--- src/rtl/ctf_pkg.sv ---
// Shared types, constants and plane helpers for the frustum triangle clipper.
`default_nettype none

package ctf_pkg;

    localparam int MAX_POLY_VERTICES = 9;
    localparam int CNT_W             = $clog2(MAX_POLY_VERTICES + 1);
    localparam int IDX_W             = $clog2(MAX_POLY_VERTICES);
    localparam int PLANE_COUNT       = 6;
    localparam int MIN_POLY          = 3;
    localparam int FRAC_BITS         = 16;
    localparam int DIV_STEPS         = FRAC_BITS + 1;

    localparam logic [1:0] CORNER_0 = 2'd0;
    localparam logic [1:0] CORNER_1 = 2'd1;
    localparam logic [1:0] CORNER_2 = 2'd2;

    localparam logic [1:0] COORD_X = 2'd0;
    localparam logic [1:0] COORD_Y = 2'd1;
    localparam logic [1:0] COORD_Z = 2'd2;
    localparam logic [1:0] COORD_W = 2'd3;

    typedef struct packed {
        logic signed [31:0] x;
        logic signed [31:0] y;
        logic signed [31:0] z;
        logic signed [31:0] w;
    } t_vtx;

    typedef struct packed {
        t_vtx vtx;
        logic is_end;
        logic drop;
    } t_beat;

    typedef struct packed {
        logic signed [31:0] ax;
        logic signed [31:0] ay;
        logic signed [31:0] az;
        logic signed [31:0] aw;
        logic signed [31:0] bx;
        logic signed [31:0] by_coord;
        logic signed [31:0] bz;
        logic signed [31:0] bw;
        logic signed [31:0] cx;
        logic signed [31:0] cy;
        logic signed [31:0] cz;
        logic signed [31:0] cw;
    } t_tri_in;

    typedef struct packed {
        logic signed [31:0] out_x;
        logic signed [31:0] out_y;
        logic signed [31:0] out_z;
        logic signed [31:0] out_w;
        logic [1:0]         corner;
        logic               last_of_run;
    } t_vtx_out;

    function automatic logic signed [31:0] vtx_coord(input t_vtx v, input logic [1:0] k);
        logic signed [31:0] c;
        case (k)
            COORD_X: c = v.x;
            COORD_Y: c = v.y;
            COORD_Z: c = v.z;
            default: c = v.w;
        endcase
        return c;
    endfunction

    // Even planes: c + w, odd planes: c - w, exact at 33 bits.
    function automatic logic signed [32:0] plane_fn(input t_vtx v, input logic [2:0] p);
        logic signed [31:0] c;
        logic signed [32:0] f;
        c = vtx_coord(v, p[2:1]);
        if (p[0] == 1'b0) begin
            f = {c[31], c} + {v.w[31], v.w};
        end else begin
            f = {c[31], c} - {v.w[31], v.w};
        end
        return f;
    endfunction

    function automatic logic plane_inside(input t_vtx v, input logic [2:0] p);
        logic signed [32:0] f;
        f = plane_fn(v, p);
        if (p[0] == 1'b0) begin
            return !f[32];
        end
        return f[32] || (f == 33'sd0);
    endfunction

endpackage

`default_nettype wire

--- src/rtl/ctf_fan_out.sv ---
// Collects the clipped polygon and sends it out as a triangle fan, one vertex per beat.
`default_nettype none

module ctf_fan_out import ctf_pkg::*; (
    input  logic     i_clk,
    input  logic     i_rst_n,
    input  logic     i_valid,
    output logic     o_stall,
    input  t_beat    i_beat,
    output logic     o_valid,
    input  logic     i_stall,
    output t_vtx_out o_data
);

    localparam logic ST_COLLECT = 1'b0;
    localparam logic ST_EMIT    = 1'b1;

    t_vtx             r_buf [MAX_POLY_VERTICES];
    logic             r_state, n_state;
    logic [CNT_W-1:0] r_cnt, n_cnt;
    logic [CNT_W-1:0] r_tri, n_tri;
    logic [1:0]       r_corner, n_corner;
    logic             r_ovalid, n_ovalid;
    t_vtx             r_ovtx;
    logic [1:0]       r_ocorner, n_ocorner;
    logic             r_olast, n_olast;

    logic             slot_free;
    logic             wr_en;
    logic             ld_vtx;
    logic [CNT_W-1:0] idx;
    logic             is_last;

    assign o_stall = (r_state != ST_COLLECT);
    assign o_valid = r_ovalid;
    assign o_data  = '{out_x: r_ovtx.x, out_y: r_ovtx.y, out_z: r_ovtx.z, out_w: r_ovtx.w,
                       corner: r_ocorner, last_of_run: r_olast};

    always_comb begin
        slot_free = !r_ovalid || !i_stall;
        wr_en     = (r_state == ST_COLLECT) && i_valid && !i_beat.is_end
                    && (r_cnt < CNT_W'(MAX_POLY_VERTICES));
        ld_vtx    = (r_state == ST_EMIT) && slot_free;
        idx       = (r_corner == CORNER_0) ? '0 : (r_tri + CNT_W'(r_corner));
        is_last   = (r_corner == CORNER_2) && (r_tri == r_cnt - CNT_W'(MIN_POLY));

        n_state   = r_state;
        n_cnt     = r_cnt;
        n_tri     = r_tri;
        n_corner  = r_corner;
        n_ovalid  = r_ovalid && i_stall;
        n_ocorner = r_ocorner;
        n_olast   = r_olast;

        case (r_state)
            ST_COLLECT: begin
                if (i_valid) begin
                    if (!i_beat.is_end) begin
                        if (wr_en) begin
                            n_cnt = r_cnt + 1'b1;
                        end
                    end else if (i_beat.drop || (r_cnt < CNT_W'(MIN_POLY))) begin
                        n_cnt = '0;
                    end else begin
                        n_tri    = '0;
                        n_corner = CORNER_0;
                        n_state  = ST_EMIT;
                    end
                end
            end
            ST_EMIT: begin
                if (slot_free) begin
                    n_ovalid  = 1'b1;
                    n_ocorner = r_corner;
                    n_olast   = is_last;
                    if (r_corner == CORNER_2) begin
                        n_corner = CORNER_0;
                        n_tri    = r_tri + 1'b1;
                    end else begin
                        n_corner = r_corner + 2'd1;
                    end
                    if (is_last) begin
                        n_cnt   = '0;
                        n_state = ST_COLLECT;
                    end
                end
            end
            default: begin
                n_state = ST_COLLECT;
            end
        endcase
    end

    always_ff @(posedge i_clk) begin
        if (wr_en) begin
            r_buf[r_cnt[IDX_W-1:0]] <= i_beat.vtx;
        end
        if (ld_vtx) begin
            r_ovtx <= r_buf[idx[IDX_W-1:0]];
        end
    end

    always_ff @(posedge i_clk) begin
        if (!i_rst_n) begin
            r_state  <= ST_COLLECT;
            r_cnt    <= '0;
            r_ovalid <= 1'b0;
        end else begin
            r_state  <= n_state;
            r_cnt    <= n_cnt;
            r_ovalid <= n_ovalid;
        end
        r_tri     <= n_tri;
        r_corner  <= n_corner;
        r_ocorner <= n_ocorner;
        r_olast   <= n_olast;
    end

endmodule

`default_nettype wire

--- config.mk ---
export PLATFORM = sky130hd
export DESIGN_NAME = ctf_fan_out
export DESIGN_NICKNAME = d
export VERILOG_FILES = /design/src/rtl/ctf_pkg.sv /design/src/rtl/ctf_fan_out.sv
export SDC_FILE = /design/constraint.sdc
export NUM_CORES = 1
export LEC_CHECK = 0
export ABC_CLOCK_PERIOD_IN_PS = 15800
export BUFFER_PORTS_ARGS = -buffer_cell sky130_fd_sc_hd__buf_2
export CAP_MARGIN = 20
export CORE_MARGIN = 5
export CORE_UTILIZATION = 32
export DETAILED_ROUTE_END_ITERATION = 10
export PLACE_DENSITY_LB_ADDON = 0.25
export REMOVE_ABC_BUFFERS = 1
export SYNTH_ARGS = -nofsm -noshare
export SYNTH_HDL_FRONTEND = slang
export SYNTH_SLANG_ARGS = --single-unit
--- constraint.sdc ---
create_clock -name i_clk -period 15.8 [get_ports i_clk]
set_clock_uncertainty 0.2 [all_clocks]
set_input_delay 3.16 -clock i_clk [delete_from_list [all_inputs] [get_ports i_clk]]
set_output_delay 3.16 -clock i_clk [all_outputs]
set_load 0.05 [all_outputs]
# Word level (Yosys, flattened, before mapping)
# Memory sizes are Yosys's and may differ from the RTL's. A register that Yosys moved wholly into a read port is not among the register bits.
# Index checks and enable logic that the tools add are counted.
[totals]
ff_bits = 15
ram_bits = 1152
inputBits = 134
output_inout_bits = 133
wordCells = 72
memories = 1
[memory_table]
columns = ["name", "depth", "word_bits", "rd", "rd_clocked_by_memory_dff", "write_ports", "line_no", "source"]
rows = [
  ["r_buf", 9, 128, 1, 1, 1, "ctf_fan_out.sv:18", "t_vtx r_buf [MAX_POLY_VERTICES];"],
]
[op_classes]
n_addsub = 5
magnitude_cmp = 2
n_eq_ne = 10
muxes = 30
bitwise_logic = 1
reduce_logical = 16
[ops]
columns = ["cell", "n"]
rows = [
  ["2-to-1 mux 4 bit", 12],
  ["case mux 4 bit (2 select lines)", 2],
  ["2-to-1 mux 2 bit", 5],
  ["AND reduction 5 bit", 2],
  ["2-to-1 mux 1 bit", 9],
  ["adder 4 x 1 -> 4 bit (second input constant)", 2],
  ["logical AND 1 bit", 6],
  ["!= test 2 x 1 -> 1 bit (second input constant)", 3],
  ["!= test 2 bit (second input constant)", 3],
  ["adder 4 x 2 -> 4 bit", 1],
  ["equality test 4 bit", 1],
  ["less-than comparator 4 x 2 -> 1 bit (second input constant)", 1],
  ["less-than comparator 4 bit (second input constant)", 1],
  ["case mux 2 bit (2 select lines)", 1],
  ["AND reduction 4 bit", 1],
  ["subtractor 4 x 2 -> 4 bit (second input constant)", 1],
  ["zero test 1 bit", 3],
  ["!= test 3 x 2 -> 1 bit (second input constant)", 1],
  ["!= test 3 bit (second input constant)", 1],
  ["adder 2 x 1 -> 2 bit (second input constant)", 1],
  ["equality test 2 bit (second input constant)", 1],
  ["zero test 2 bit", 1],
  ["logical OR 1 bit", 2],
  ["case mux 1 bit (2 select lines)", 1],
  ["2 further kinds", 2],
]

# Longest topological paths before layout
[logic_depth]
word_depth = 8
depth_mapped = 9
ltp_nobuf = 7

# Worst setup path before layout
# No wires, ideal clock.
[synth_path]
path_type = "input to register"
from = "input port i_beat[1] in the netlist's numbering"
to = "memory r_buf[8][0] in the netlist's numbering, enable pin"
setup_time_ns = 0.929
t_arrival_ns = 15.631
required_ns = 14.671
slack_ns = -0.960
stages = 2
n_path_buf = 0
cell_sequence = "or2_2 -> nor4_1"
[synth_via]
elab_chain_len = 5
[synth_rtl]
columns = ["item", "line_no", "source"]
rows = [
  ["from (decl)", "ctf_fan_out.sv:9", "input t_beat i_beat,"],
  ["zero test 1 bit", "--", ""],
  ["logical AND 1 bit", "ctf_fan_out.sv:41", "wr_en = (r_state == ST_COLLECT) && i_valid && !i_beat.is_end"],
  ["logical AND 1 bit", "ctf_fan_out.sv:42", "&& (r_cnt < CNT_W'(MAX_POLY_VERTICES));"],
  ["2-to-1 mux 1 bit", "ctf_fan_out.sv:95", "if (wr_en) begin"],
  ["2-to-1 mux 1 bit (implied by the code)", "ctf_fan_out.sv:96", "r_buf[r_cnt[IDX_W-1:0]] <= i_beat.vtx;"],
  ["to (decl)", "ctf_fan_out.sv:18", ""],
]
# Every way passes these cells.

# Worst setup path after layout
[layout_path]
from = "input port i_beat[1] in the netlist's numbering"
to = "memory r_buf[1][2] in the netlist's numbering, enable pin"
# The elaborated chain is that of the path after synthesis.

==> qor.csv <==
stage;metric;value;unit
outcome;status;finished clean;
power_and_ir_drop;p_leak;18.5;nW
placement;port_buffers;266;
global_routing;antenna_found_initial;28;
global_routing;grt_usage;15.0;%
critical_path;rrSetupSlack;9.55;ns
floorplanning;floorplan.rows;143;
floorplanning;fp.dieH;400;um
finish;fillers;14194;
clock_network;cts_tree;yes;
sta;rsz0062_at_grt;false;
synthesis;ys_types;42;
floorplanning;initial_core_util;32.1;%
clock_network;clockBufferDepth;3;
placement;dpl.hpwl;63900;um
floorplanning;pin_count;267;
clock_network;cts.clk_slew.worst_paths;0.06;ns
drt;wl_per_cell;23.8;um
finish;nNetsFinal;3093;
sta;relSlewSlack;27.2;%
critical_path;cp.required;15.97;ns
synthesis;ys.flop_type;edfxtp_1;
floorplanning;die_w;400;um
critical_path;criticalPathCategory;input pin to register;
finish;multi_input_comb_area;9220;sq um
sta;maxSlewViolCount;0;
global_routing;grt_pass1_wl;180000;um
synthesis;synth-seq-cells;1295;
sta;setup_viol;0;
synthesis;syn_area_per_cell;18.4;sq um
floorplanning;coreArea;152000;sq um
global_routing;grt_pass1_vias;26215;
clock_network;ctsHoldBuffers;0;
drt;first_pass_iters;5;
drt;routed_wl;122000;um
drt;drtIter0Drc;1807;
clock_network;cts_buffers;141;
synthesis;netlist_instances;2652;
clock_network;ctsRootBufferMaster;clkbuf_16;
clock_network;cts_setup_buffers;0;
global_routing;grt_overflow;0;
clock_network;clock-sinks;1295;
finish;ff_latch_area;38800;sq um
synthesis;synth-seq-area-share;79.6;%
synthesis;yosys_warnings;0;
sta;fmax;153;MHz
placement;dp_slack;8.37;ns
drt;vias;24971;
worst_hold_path;min_path_type;register to register;
drt;avgViaCountPerCell;4.89;
flow_run;cap_violations;0;
sta;period_needed;6.52;ns
drt;drtAntennaViolNets;0;
finish;drive_gt1_share;24.6;%
clock_network;insertion_delay;0.76;ns
floorplanning;dieArea;160000;sq um
sta;worstMarginPinSlew;1.09;ns
sta;final-hold-violation-count;0;
synthesis;syn-cell-area;48800;sq um
sta;fin_ws;9.28;ns
power_and_ir_drop;peakVddDrop;0.0896;mV
global_routing;grt_max_degree;186;
power_and_ir_drop;power_density;125;nW/um^2
critical_path;cp.arrival;6.69;ns
synthesis;synth_edf_count;1289;
drt;drc;0;
critical_path;rr_worst_depth;11;
critical_path;worst_setup_path_start_kind;input pin;
clock_network;ctsResizeCount;0;
power_and_ir_drop;finalPower;0.00709;W
worst_hold_path;holdPathStages;2;
clock_network;h-tree-depth;4;
sta;min_period_over_period;41.3;%
critical_path;critPathCaptureType;register;
synthesis;async_reset_ff_share;0;%
finish;area_growth;16.4;%
placement;gp_congestion;0.696;
critical_path;cp_max_fo;55;
logic make-up (layout without fill, tap and decap cells):
kind of cell | count (synthesis) | after routing | share of synthesized area [%]
other | 0 | 9 | 0
AOI/OAI and AO/OA | 371 | 371 | 4.50
adders and majority gates | 11 | 11 | 0.298
and+or+nand+nor | 547 | 547 | 4.38
DFF | 1295 | 1295 | 79.6
muxes | 257 | 257 | 9.23
buffers and inverters | 161 | 573 | 1.78
xor gates and xnor gates | 10 | 10 | 0.218
worst max-delay path, stage by stage:
cell,delay [ns]
buf_2,0.12
or2_2,0.35
or3_1,0.50
nor2_4,0.72
buf_4,0.85
buf_4,0.91
sequential cells by signal, indices dropped and copies added (netlist names), 2 cells and up:
| register | flops |
|---|---|
| r_ocorner | 2 |
| r_cnt | 4 |
| o_data | 128 |
| r_corner | 2 |
| r_buf | 1152 |
| r_tri | 4 |
per-layer routing:
layer / up-vias / wire, um / track usage [%]
met5: - / 116 / 0
met4: 18 / 1920 / 3.05
met3: 175 / 7670 / 4.45
met2: 613 / 55700 / 23.3
met1: 13095 / 56300 / 21.0
li1: 11070 / - / -
worst paths after layout:
kind,end,startpoint
worst min register to register,o_stall,o_valid
worst min-delay path,o_stall,o_valid
worst max-delay path,r_buf[1][2],i_beat[1]
worst max register to register,o_data[53],r_tri[0]
where the power goes:
group	total [W]	switching, W	internal, W	leakage, nW
Clock	0.00316	0.00133	0.00183	2.18
Combinational	0.000116	0.0000809	0.0000353	4.66
Sequential	0.00381	0.00000529	0.00380	11.7
cells in the final DEF, fill, tap and decap left out, types with 7 or more instances in the layout:
| master | count |
|---|---|
| a31oi_1 | 241 |
| buf_2 | 266 |
| buf_4 | 35 |
| bufinv_16 | 8 |
| clkbuf_1 | 33 |
| clkbuf_16 | 145 |
| clkinv_1 | 31 |
| clkinv_2 | 25 |
| diode_2 | 9 |
| edfxtp_1 | 1289 |
| ha_1 | 9 |
| inv_1 | 7 |
| inv_6 | 7 |
| mux2_1 | 24 |
| mux2_2 | 89 |
| mux4_2 | 143 |
| nand2_1 | 379 |
| nor2_1 | 130 |
| nor2_4 | 8 |
| o21ai_0 | 94 |
| o21ai_1 | 20 |
through the flow:
stage               TNS [ns]  area [sq um]  utilization (%)  std cells  hold WS, ns
finish                     0         56800             37.4       5103        0.327
CTS                        0         56700             37.4       5093        0.324
floorplan            -122.93         47900                -       2499        0.254
global route               0         56800             37.4       5094        0.371
detailed placement         0         52300             34.5       4834        0.315
global placement           0         52300             34.5       4834        0.311
synth_stat cells, types with 2 or more instances:
master / n / area [sq um]
a21oi_1: 5 / 25.0
a31oi_1: 242 / 1510
and2_1: 5 / 31.3
buf_1: 15 / 56.3
buf_2: 15 / 75.1
buf_4: 34 / 255
buf_6: 15 / 169
clkbuf_1: 73 / 274
dfxtp_1: 6 / 120
edfxtp_1: 1289 / 38700
ha_1: 10 / 125
inv_1: 8 / 30.0
mux2_1: 24 / 270
mux2_2: 89 / 1000
mux4_2: 143 / 3220
nand2_1: 379 / 1420
nand2b_1: 5 / 31.3
nand3_1: 5 / 25.0
nor2_1: 138 / 518
nor2b_1: 5 / 31.3
nor3b_1: 2 / 15.0
nor4_1: 2 / 12.5
o211ai_1: 3 / 22.5
o21ai_0: 94 / 470
o21ai_1: 20 / 100
or3_1: 3 / 18.8
xnor2_1: 6 / 52.6
xor2_1: 3 / 26.3
final cells by class:
cell class,instances,share of cell area (%)
clock buffers,180,6.66
diodes,9,0.0397
multi-input cells,1196,16.2
flip-flops and latches,1295,68.4
inverters,8,0.0617
repair buffers,306,2.98
well taps,2030,4.47
clock inverters,79,1.19
(Power assumes the default switching activity.)
