## src/rtl/ctf_pkg.sv

```systemverilog
// Shared types, constants and plane helpers for the frustum triangle clipper.
`default_nettype none

package ctf_pkg;

    localparam int MAX_POLY_VERTICES = 9;
    localparam int CNT_W             = $clog2(MAX_POLY_VERTICES + 1);
    localparam int IDX_W             = $clog2(MAX_POLY_VERTICES);
    localparam int PLANE_COUNT       = 6;
    localparam int MIN_POLY          = 3;
    localparam int FRAC_BITS         = 16;
    localparam int DIV_STEPS         = FRAC_BITS + 1;

    localparam logic [1:0] CORNER_0 = 2'd0;
    localparam logic [1:0] CORNER_1 = 2'd1;
    localparam logic [1:0] CORNER_2 = 2'd2;

    localparam logic [1:0] COORD_X = 2'd0;
    localparam logic [1:0] COORD_Y = 2'd1;
    localparam logic [1:0] COORD_Z = 2'd2;
    localparam logic [1:0] COORD_W = 2'd3;

    typedef struct packed {
        logic signed [31:0] x;
        logic signed [31:0] y;
        logic signed [31:0] z;
        logic signed [31:0] w;
    } t_vtx;

    typedef struct packed {
        t_vtx vtx;
        logic is_end;
        logic drop;
    } t_beat;

    typedef struct packed {
        logic signed [31:0] ax;
        logic signed [31:0] ay;
        logic signed [31:0] az;
        logic signed [31:0] aw;
        logic signed [31:0] bx;
        logic signed [31:0] by_coord;
        logic signed [31:0] bz;
        logic signed [31:0] bw;
        logic signed [31:0] cx;
        logic signed [31:0] cy;
        logic signed [31:0] cz;
        logic signed [31:0] cw;
    } t_tri_in;

    typedef struct packed {
        logic signed [31:0] out_x;
        logic signed [31:0] out_y;
        logic signed [31:0] out_z;
        logic signed [31:0] out_w;
        logic [1:0]         corner;
        logic               last_of_run;
    } t_vtx_out;

    function automatic logic signed [31:0] vtx_coord(input t_vtx v, input logic [1:0] k);
        logic signed [31:0] c;
        case (k)
            COORD_X: c = v.x;
            COORD_Y: c = v.y;
            COORD_Z: c = v.z;
            default: c = v.w;
        endcase
        return c;
    endfunction

    // Even planes: c + w, odd planes: c - w, exact at 33 bits.
    function automatic logic signed [32:0] plane_fn(input t_vtx v, input logic [2:0] p);
        logic signed [31:0] c;
        logic signed [32:0] f;
        c = vtx_coord(v, p[2:1]);
        if (p[0] == 1'b0) begin
            f = {c[31], c} + {v.w[31], v.w};
        end else begin
            f = {c[31], c} - {v.w[31], v.w};
        end
        return f;
    endfunction

    function automatic logic plane_inside(input t_vtx v, input logic [2:0] p);
        logic signed [32:0] f;
        f = plane_fn(v, p);
        if (p[0] == 1'b0) begin
            return !f[32];
        end
        return f[32] || (f == 33'sd0);
    endfunction

endpackage

`default_nettype wire

```

## src/rtl/ctf_plane_cell.sv

```systemverilog
// One Sutherland-Hodgman plane stage: streams a polygon in, streams the clipped one out.
`default_nettype none

module ctf_plane_cell import ctf_pkg::*; (
    input  logic       i_clk,
    input  logic       i_rst_n,
    input  logic [2:0] i_plane,
    input  logic       i_valid,
    output logic       o_stall,
    input  t_beat      i_beat,
    output logic       o_valid,
    input  logic       i_stall,
    output t_beat      o_beat
);

    localparam logic [2:0] ST_IDLE     = 3'd0;
    localparam logic [2:0] ST_PREP     = 3'd1;
    localparam logic [2:0] ST_DIV      = 3'd2;
    localparam logic [2:0] ST_MUL      = 3'd3;
    localparam logic [2:0] ST_ADD      = 3'd4;
    localparam logic [2:0] ST_EMIT_P   = 3'd5;
    localparam logic [2:0] ST_EMIT_B   = 3'd6;
    localparam logic [2:0] ST_EMIT_END = 3'd7;

    logic [2:0]         r_state, n_state;
    logic               r_have_first, n_have_first;
    t_vtx               r_first, n_first;
    t_vtx               r_prev, n_prev;
    t_vtx               r_a, n_a;
    t_vtx               r_b, n_b;
    t_vtx               r_p, n_p;
    logic               r_closing, n_closing;
    logic               r_drop_in, n_drop_in;
    logic [CNT_W-1:0]   r_cnt_out, n_cnt_out;
    logic               r_ia, n_ia;
    logic               r_ib, n_ib;
    logic [34:0]        r_rem, n_rem;
    logic [16:0]        r_num, n_num;
    logic [34:0]        r_den, n_den;
    logic [16:0]        r_q, n_q;
    logic [4:0]         r_step, n_step;
    logic [1:0]         r_k, n_k;
    logic signed [50:0] r_prod, n_prod;
    logic               r_ovalid, n_ovalid;
    t_beat              r_obeat, n_obeat;

    logic               slot_free;
    logic               ia, ib;
    logic signed [32:0] fa, fb;
    logic [32:0]        abs_fa;
    logic signed [34:0] den35;
    logic [34:0]        abs_den;
    logic [35:0]        trial;
    logic               ge;
    logic [16:0]        t_val;
    logic signed [31:0] a_k, b_k;
    logic signed [32:0] diff;
    logic signed [50:0] mul;
    logic signed [50:0] adj;
    logic signed [50:0] shq;
    logic signed [31:0] sum;
    logic [2:0]         fin_state;

    assign o_stall = (r_state != ST_IDLE);
    assign o_valid = r_ovalid;
    assign o_beat  = r_obeat;

    always_comb begin
        slot_free = !r_ovalid || !i_stall;
        fa        = plane_fn(r_a, i_plane);
        fb        = plane_fn(r_b, i_plane);
        ia        = plane_inside(r_a, i_plane);
        ib        = plane_inside(r_b, i_plane);
        abs_fa    = fa[32] ? 33'(-fa) : 33'(fa);
        den35     = {{2{fa[32]}}, fa} - {{2{fb[32]}}, fb};
        abs_den   = den35[34] ? 35'(-den35) : 35'(den35);
        trial     = {r_rem, r_num[16]};
        ge        = (trial >= {1'b0, r_den});
        t_val     = (r_den == '0) ? '0 : r_q;
        a_k       = vtx_coord(r_a, r_k);
        b_k       = vtx_coord(r_b, r_k);
        diff      = {b_k[31], b_k} - {a_k[31], a_k};
        mul       = diff * $signed({1'b0, t_val});
        adj       = r_prod[50] ? (r_prod + 51'sd65535) : r_prod;
        shq       = adj >>> FRAC_BITS;
        sum       = a_k + shq[31:0];
        fin_state = r_closing ? ST_EMIT_END : ST_IDLE;
    end

    always_comb begin
        n_state      = r_state;
        n_have_first = r_have_first;
        n_first      = r_first;
        n_prev       = r_prev;
        n_a          = r_a;
        n_b          = r_b;
        n_p          = r_p;
        n_closing    = r_closing;
        n_drop_in    = r_drop_in;
        n_cnt_out    = r_cnt_out;
        n_ia         = r_ia;
        n_ib         = r_ib;
        n_rem        = r_rem;
        n_num        = r_num;
        n_den        = r_den;
        n_q          = r_q;
        n_step       = r_step;
        n_k          = r_k;
        n_prod       = r_prod;
        n_ovalid     = r_ovalid && i_stall;
        n_obeat      = r_obeat;

        case (r_state)
            ST_IDLE: begin
                if (i_valid) begin
                    if (i_beat.is_end) begin
                        n_drop_in = i_beat.drop;
                        if (r_have_first) begin
                            n_a       = r_prev;
                            n_b       = r_first;
                            n_closing = 1'b1;
                            n_state   = ST_PREP;
                        end else begin
                            n_state = ST_EMIT_END;
                        end
                    end else if (!r_have_first) begin
                        n_have_first = 1'b1;
                        n_first      = i_beat.vtx;
                        n_prev       = i_beat.vtx;
                    end else begin
                        n_a       = r_prev;
                        n_b       = i_beat.vtx;
                        n_prev    = i_beat.vtx;
                        n_closing = 1'b0;
                        n_state   = ST_PREP;
                    end
                end
            end
            ST_PREP: begin
                n_ia = ia;
                n_ib = ib;
                if (ia && ib) begin
                    n_state = ST_EMIT_B;
                end else if (ia != ib) begin
                    // t = |fa| * 2^16 / |fa - fb|, quotient fits in 17 bits
                    n_rem   = 35'(abs_fa >> 1);
                    n_num   = {abs_fa[0], 16'b0};
                    n_den   = abs_den;
                    n_q     = '0;
                    n_step  = '0;
                    n_state = ST_DIV;
                end else begin
                    n_state = fin_state;
                end
            end
            ST_DIV: begin
                n_rem  = ge ? 35'(trial - {1'b0, r_den}) : trial[34:0];
                n_num  = {r_num[15:0], 1'b0};
                n_q    = {r_q[15:0], ge};
                n_step = r_step + 5'd1;
                if (r_step == 5'(DIV_STEPS - 1)) begin
                    n_k     = COORD_X;
                    n_state = ST_MUL;
                end
            end
            ST_MUL: begin
                n_prod  = mul;
                n_state = ST_ADD;
            end
            ST_ADD: begin
                case (r_k)
                    COORD_X: n_p.x = sum;
                    COORD_Y: n_p.y = sum;
                    COORD_Z: n_p.z = sum;
                    default: n_p.w = sum;
                endcase
                if (r_k == COORD_W) begin
                    n_state = ST_EMIT_P;
                end else begin
                    n_k     = r_k + 2'd1;
                    n_state = ST_MUL;
                end
            end
            ST_EMIT_P: begin
                if (slot_free) begin
                    if (r_cnt_out < CNT_W'(MAX_POLY_VERTICES)) begin
                        n_ovalid  = 1'b1;
                        n_obeat   = '{vtx: r_p, is_end: 1'b0, drop: 1'b0};
                        n_cnt_out = r_cnt_out + 1'b1;
                    end
                    n_state = (!r_ia && r_ib) ? ST_EMIT_B : fin_state;
                end
            end
            ST_EMIT_B: begin
                if (slot_free) begin
                    if (r_cnt_out < CNT_W'(MAX_POLY_VERTICES)) begin
                        n_ovalid  = 1'b1;
                        n_obeat   = '{vtx: r_b, is_end: 1'b0, drop: 1'b0};
                        n_cnt_out = r_cnt_out + 1'b1;
                    end
                    n_state = fin_state;
                end
            end
            ST_EMIT_END: begin
                if (slot_free) begin
                    n_ovalid     = 1'b1;
                    n_obeat      = '{vtx: '0, is_end: 1'b1,
                                     drop: r_drop_in || (r_cnt_out < CNT_W'(MIN_POLY))};
                    n_cnt_out    = '0;
                    n_have_first = 1'b0;
                    n_state      = ST_IDLE;
                end
            end
            default: begin
                n_state = ST_IDLE;
            end
        endcase
    end

    always_ff @(posedge i_clk) begin
        if (!i_rst_n) begin
            r_state      <= ST_IDLE;
            r_have_first <= 1'b0;
            r_cnt_out    <= '0;
            r_ovalid     <= 1'b0;
        end else begin
            r_state      <= n_state;
            r_have_first <= n_have_first;
            r_cnt_out    <= n_cnt_out;
            r_ovalid     <= n_ovalid;
        end
        r_first   <= n_first;
        r_prev    <= n_prev;
        r_a       <= n_a;
        r_b       <= n_b;
        r_p       <= n_p;
        r_closing <= n_closing;
        r_drop_in <= n_drop_in;
        r_ia      <= n_ia;
        r_ib      <= n_ib;
        r_rem     <= n_rem;
        r_num     <= n_num;
        r_den     <= n_den;
        r_q       <= n_q;
        r_step    <= n_step;
        r_k       <= n_k;
        r_prod    <= n_prod;
        r_obeat   <= n_obeat;
    end

endmodule

`default_nettype wire

```

## config.mk

```make
export PLATFORM = sky130hd
export DESIGN_NAME = ctf_plane_cell
export DESIGN_NICKNAME = d
export VERILOG_FILES = /design/src/rtl/ctf_pkg.sv /design/src/rtl/ctf_plane_cell.sv
export SDC_FILE = /design/constraint.sdc
export NUM_CORES = 2
export LEC_CHECK = 0
export BUFFER_PORTS_ARGS = -buffer_cell sky130_fd_sc_hd__buf_2
export CORE_MARGIN = 2
export CORE_UTILIZATION = 36
export CTS_CLUSTER_DIAMETER = 80
export CTS_CLUSTER_SIZE = 12
export DETAILED_ROUTE_END_ITERATION = 12
export PLACE_DENSITY = 0.61
export SETUP_SLACK_MARGIN = 0.15
export SLEW_MARGIN = 0
export SYNTH_ARGS = -nofsm -noshare
export SYNTH_HDL_FRONTEND = slang
export SYNTH_SLANG_ARGS = --single-unit
```

## constraint.sdc

```tcl
create_clock -name i_clk -period 37.7 [get_ports i_clk]
set_input_delay 7.54 -clock i_clk [delete_from_list [all_inputs] [get_ports i_clk]]
set_output_delay 7.54 -clock i_clk [all_outputs]
set_load 0.05 [all_outputs]
```

* Word level (Yosys, flattened, before mapping)
Index checks and enable logic that the tools add are counted.
Word-level totals: output and inout bits 132, register bits after elaboration 945, bits of input ports 137, word-level logic and storage cells 199
Operators by class: muxes and demuxes 66, add/subtract/negate cells 14, reductions and logical operators 41, bitwise operators 4, equal/unequal tests 28, multiply operators 1, $lt $le $gt $ge 3
Operators by type and width (count):
- 130-bit 2-to-1 mux | 5
- 130-bit one-hot mux with 3 select lines | 1
- 128-bit 2-to-1 mux | 3
- 32-bit one-hot mux with 3 select lines | 4
- 35-bit 2-to-1 mux | 3
- 33-bit 2-to-1 mux | 3
- 32-bit by 32-bit subtractor with 33-bit output | 3
- 17-bit 2-to-1 mux | 5
- 35-bit one-hot mux with 2 select lines | 1
- 17-bit one-hot mux with 2 select lines | 2
- 32-bit by 32-bit adder with 33-bit output | 2
- 33-bit zero test | 2
- 33-bit by 18-bit multiplier with 51-bit output | 1
- 48-bit by 17-bit adder with 48-bit output (second input constant) | 1
- 48-bit 2-to-1 mux | 1
- 3-bit 2-to-1 mux | 13
- 36-bit by 35-bit >= comparator with 1-bit output | 1
- 35-bit zero test | 1
- 34-bit negation with 35-bit output | 1
- 35-bit subtractor | 1
- 34-bit 2-to-1 mux | 1
- 33-bit by 33-bit subtractor with 34-bit output | 1
- 33-bit negation | 1
- 32-bit adder | 1
- 38 further kinds | 99

* Depth between registers and ports, before layout
word-level depth 11, gate-level depth with buffers 49, depth with buffers taken out 44

* Least setup slack after synthesis
No wires, ideal clock.
path type input-to-reg, start input i_valid, end register r_a[0] in the netlist's numbering (enable), stages 2, data required time 36.820 ns, setup time 0.880 ns, buffers on the path 0, arrival 18.267 ns, path slack 18.553 ns, cell sequence nand2_1 nor2_1
On the way: longest elaborated chain between the ends 1
Ends and longest elaborated chain:
- from (decl) | RTL line ctf_plane_cell.sv:8 | input logic i_valid,
- 3-bit AND reduction (no source line)
- to (signal assigned) | RTL line ctf_plane_cell.sv:234 | r_a <= n_a;
- to (decl) | RTL line ctf_plane_cell.sv:29 | t_vtx r_a, n_a;
No other way between the ends. A chain may end at the register's enable or synchronous reset.

* Final worst setup path
start input i_plane[1], end register r_den[26], data pin
On the way: longest elaborated chain between the ends 7, elaborated cells between the ends (all ways) 14, classes of those cells add/sub: 6; eq/ne: 2; mux: 5; reduce/logical: 1
Ends and longest elaborated chain:
- from (decl) | RTL line ctf_plane_cell.sv:7 | input logic [2:0] i_plane,
- 2-bit equality test (tied with other cells) | RTL line ctf_pkg.sv:62 | case (k)
- 32-bit one-hot mux with 3 select lines | RTL line ctf_pkg.sv:62
- 32-bit by 32-bit adder with 33-bit output or 32-bit by 32-bit subtractor with 33-bit output (tied branches) | RTL line ctf_pkg.sv:77, ctf_pkg.sv:79
- 33-bit 2-to-1 mux | RTL line ctf_pkg.sv:76 | if (p[0] == 1'b0) begin
- 33-bit by 33-bit subtractor with 34-bit output (*) | RTL line ctf_plane_cell.sv:75 | den35 = {{2{fa[32]}}, fa} - {{2{fb[32]}}, fb};
- 34-bit negation with 35-bit output | RTL line ctf_plane_cell.sv:76 | abs_den = den35[34] ? 35'(-den35) : 35'(den35);
- 34-bit 2-to-1 mux (*) | RTL line ctf_plane_cell.sv:76
- via abs_den[26] | RTL line ctf_plane_cell.sv:52 | logic [34:0] abs_den;
- to (signal assigned) | RTL line ctf_plane_cell.sv:243 | r_den <= n_den;
- to (decl) | RTL line ctf_plane_cell.sv:39 | logic [34:0] r_den, n_den;
Mark *: on every way through the listed nets, which the timed path passes. The rest lies on a longest branch.

==> results.yml <==
status:
  status: "finished, final reports clean"
die:
  start_util_pct: 36.12
  row_count: 162
  ios: 269
  design.core.area_um2: 194200
  die_area_um2: 198400
  dieWidth_um: 445.4
  die_y_um: 445.4
grt:
  track_usage_pct: 22.18
  grt_max_degree: 130
  grt_antenna_before_repair: 14
  grt_pass1_wl_mm: 328.7
  grt_pass1_vias: 50390
  overflow: 0
critical_path:
  crit_end: "r_den[26]"
  worst_setup_path_end_kind: "register"
  critPathTopFamily: "compound AO/OA/AOI/OAI gates"
  critPathMaxFanout: 41
  cpMaxStageDelayCell: "o22ai_1"
  worstPathArrival_ns: 15.13
  worst_ep_required_time_ns: 38.14
  crit_chain: "buf_4 -> buf_4 -> mux4_2 -> ha_1 -> or3_1 -> nor2_1 -> o21ai_0 -> a32oi_1 -> o221ai_1 -> a31oi_1 -> o21ba_2 -> xor2_1 -> ha_1 -> a21o_1 -> a21o_1 -> a21oi_1 -> nor2_1 -> nor3_1 -> o31ai_1 -> a211o_1 -> o211a_1 -> o22ai_1 -> o21ai_0 -> xnor2_1"
  crit_buf_inv: 2
  r2r-start: "r_k[0]"
  worstSetupStartpoint: "i_plane[1]"
  slowest_delay_ns: 0.90
  cp.depth: 24
  critPathKind: "in -> reg"
  start_kind: "input pin"
  reg2reg_slack_ns: 24.42
  r2r-end: "r_prod[50]"
  rr_worst_depth: 42
route:
  firstDrtPassIters: 6
  drtIter0Drc: 5223
  routed_via_density: 5.479
  drc: 0
  wl_mm: 223.0
  antenna_left: 0
  wl_per_cell_um: 24.22
  vias: 50450
finish:
  layout_common_cells: "edfxtp_1, inv_1, nand2_1"
  layout_commonest_cell: "edfxtp_1"
  fin_nets: 7631
  syn2layout_area_growth_pct: 9.653
  drive_gt1_share_pct: 12.46
synth:
  yosysTopAreaCellShare_pct: 39.30
  synth_area_leaders: "edfxtp_1, fa_1, ha_1"
  dominantRegCellSynth: "edfxtp_1"
  synth_nets: 7461
  ys_ff_latch: 927
  yosysWarningCount: 0
  synth_cell_type_count: 126
  synth_edf_count: 918
  synth_top_cell_by_area: "edfxtp_1"
  syn_area_um2: 70140
  synth_area_per_cell_um2: 10.85
  async_reset_ff_share_pct: 0
  postSynthCellCount: 6464
  yosysSeqAreaShare_pct: 39.56
sta:
  rsz0062_at_grt: "false"
  hold_viol: 0
  setup_tns_ns: 0
  slew_headroom_pct: 14.03
  setup_violations: 0
  worst_pin_slew_ns: 1.290
  skew_ns: 0.04962
  fin_crit_sh_pct: 38.98
  period_minus_slack_ns: 14.70
  clock.fmax_mhz: 68.05
  slew_viol_final: 0
clock_tree:
  cts-resized-gates: 0
  numClockSinks: 927
  clk_latency_ns: 0.73
  cts_buffers: 89
  path_clk_slew_ns: 0.06
  post_cts_buffers: 0
  cts-root-buf: "clkbuf_16"
  clockBufferDepth: 3
  cts_hold_buf: 0
  cts_tree: "built"
  htreeDepth: 3
flow_run:
  cap_viol_max_count: 0
placed_design:
  place_congestion: 0.9385
  dp_hpwl_mm: 170.8
  io_buffers: 268
hold_path:
  hold_path.class: "reg -> reg"
worst min-delay path by stage:
stage	from	to	slack, ns	depth (start not counted)
floorplan	r_prev[0]	r_a[0]	0.40	0
global placement	r_prev[112]	r_a[112]	0.40	0
detailed placement	r_prev[0]	r_a[0]	0.40	0
CTS	r_prev[22]	r_a[22]	0.40	0
global route	r_prev[28]	r_a[28]	0.40	0
finish	r_prev[111]	r_a[111]	0.41	0
per-layer routing:
layer	GRT usage, %	up-vias	wire length, µm	part of all wire [%]
met3	3.169	380	15260	6.8
met5	0	-	21	0.0094
met4	11.15	4	12310	5.5
li1	-	22640	-	-
met2	37.36	1941	108600	49
met1	27.82	25480	86840	39
logic make-up (layout without fill, tap and decap cells):
kind of cell	after synthesis	count (layout)	synth area share (%)
AOI/OAI and AO/OA	1142	1142	11.04
xor gates and xnor gates	395	395	5.072
adders and majority gates	865	865	21.22
buffers and inverters	1109	1300	6.103
DFF	927	927	39.56
muxes	252	252	5.011
other	1	12	0.005347
and+or+nand+nor	1773	1773	11.98
registers in the layout (all words and copies together), names as in the netlist:
register      cells
r_first         128
r_cnt_out         4
r_prev          128
r_ia              1
r_ib              1
r_p             128
r_k               2
r_state           3
r_step            5
r_num             1
r_prod           49
r_drop_in         1
r_b             128
o_beat          130
r_rem            35
r_closing         1
o_valid           1
r_have_first      1
r_den            35
r_q              17
r_a             128
cell usage after synthesis (24+ instances only):
| cell type | number |
|---|---|
| nand4_1 | 37 |
| and2_1 | 99 |
| a211oi_1 | 49 |
| nor2b_1 | 47 |
| ha_1 | 318 |
| mux4_2 | 64 |
| nand2b_1 | 134 |
| xor2_1 | 108 |
| a21oi_1 | 278 |
| nand3_1 | 84 |
| buf_1 | 36 |
| and3_1 | 55 |
| clkbuf_1 | 219 |
| o21a_1 | 24 |
| xnor2_1 | 277 |
| o21bai_1 | 35 |
| nor3_1 | 79 |
| a222oi_1 | 42 |
| a31oi_1 | 59 |
| nor4_1 | 35 |
| a21o_1 | 138 |
| nor2_1 | 409 |
| edfxtp_1 | 918 |
| inv_1 | 825 |
| mux2_2 | 149 |
| nand2_1 | 679 |
| a22oi_1 | 26 |
| mux2i_1 | 37 |
| fa_1 | 542 |
| o31ai_1 | 56 |
| o21ai_0 | 224 |
final cells by class:
cell class / count / area (µm²)
fillers: 18670 / 117300
multi-input cells: 4428 / 38250
flip-flops and latches: 927 / 27750
well taps: 2542 / 3181
inverters: 826 / 3107
clock buffers: 99 / 2296
repair buffers: 362 / 2083
clock inverters: 13 / 211.5
diodes: 11 / 27.53
metrics by stage:
step           setup WS, ns  hold WS, ns  cells  area [µm²]  utilization [%]
2_1_floorplan         18.55       0.4003   6464       70140                -
3_3_place_gp          22.30       0.4007   9085       74370            38.30
3_5_place_dp          22.34       0.4045   9085       74370            38.30
4_1_cts               23.08       0.3966   9197       76880            39.59
5_1_grt               22.54       0.4048   9205       76900            39.60
6_report              23.00       0.4077   9208       76910            39.61
Power is not shown: default switching activity piles up to over one toggle a cycle in this logic, so the estimate is an artifact.
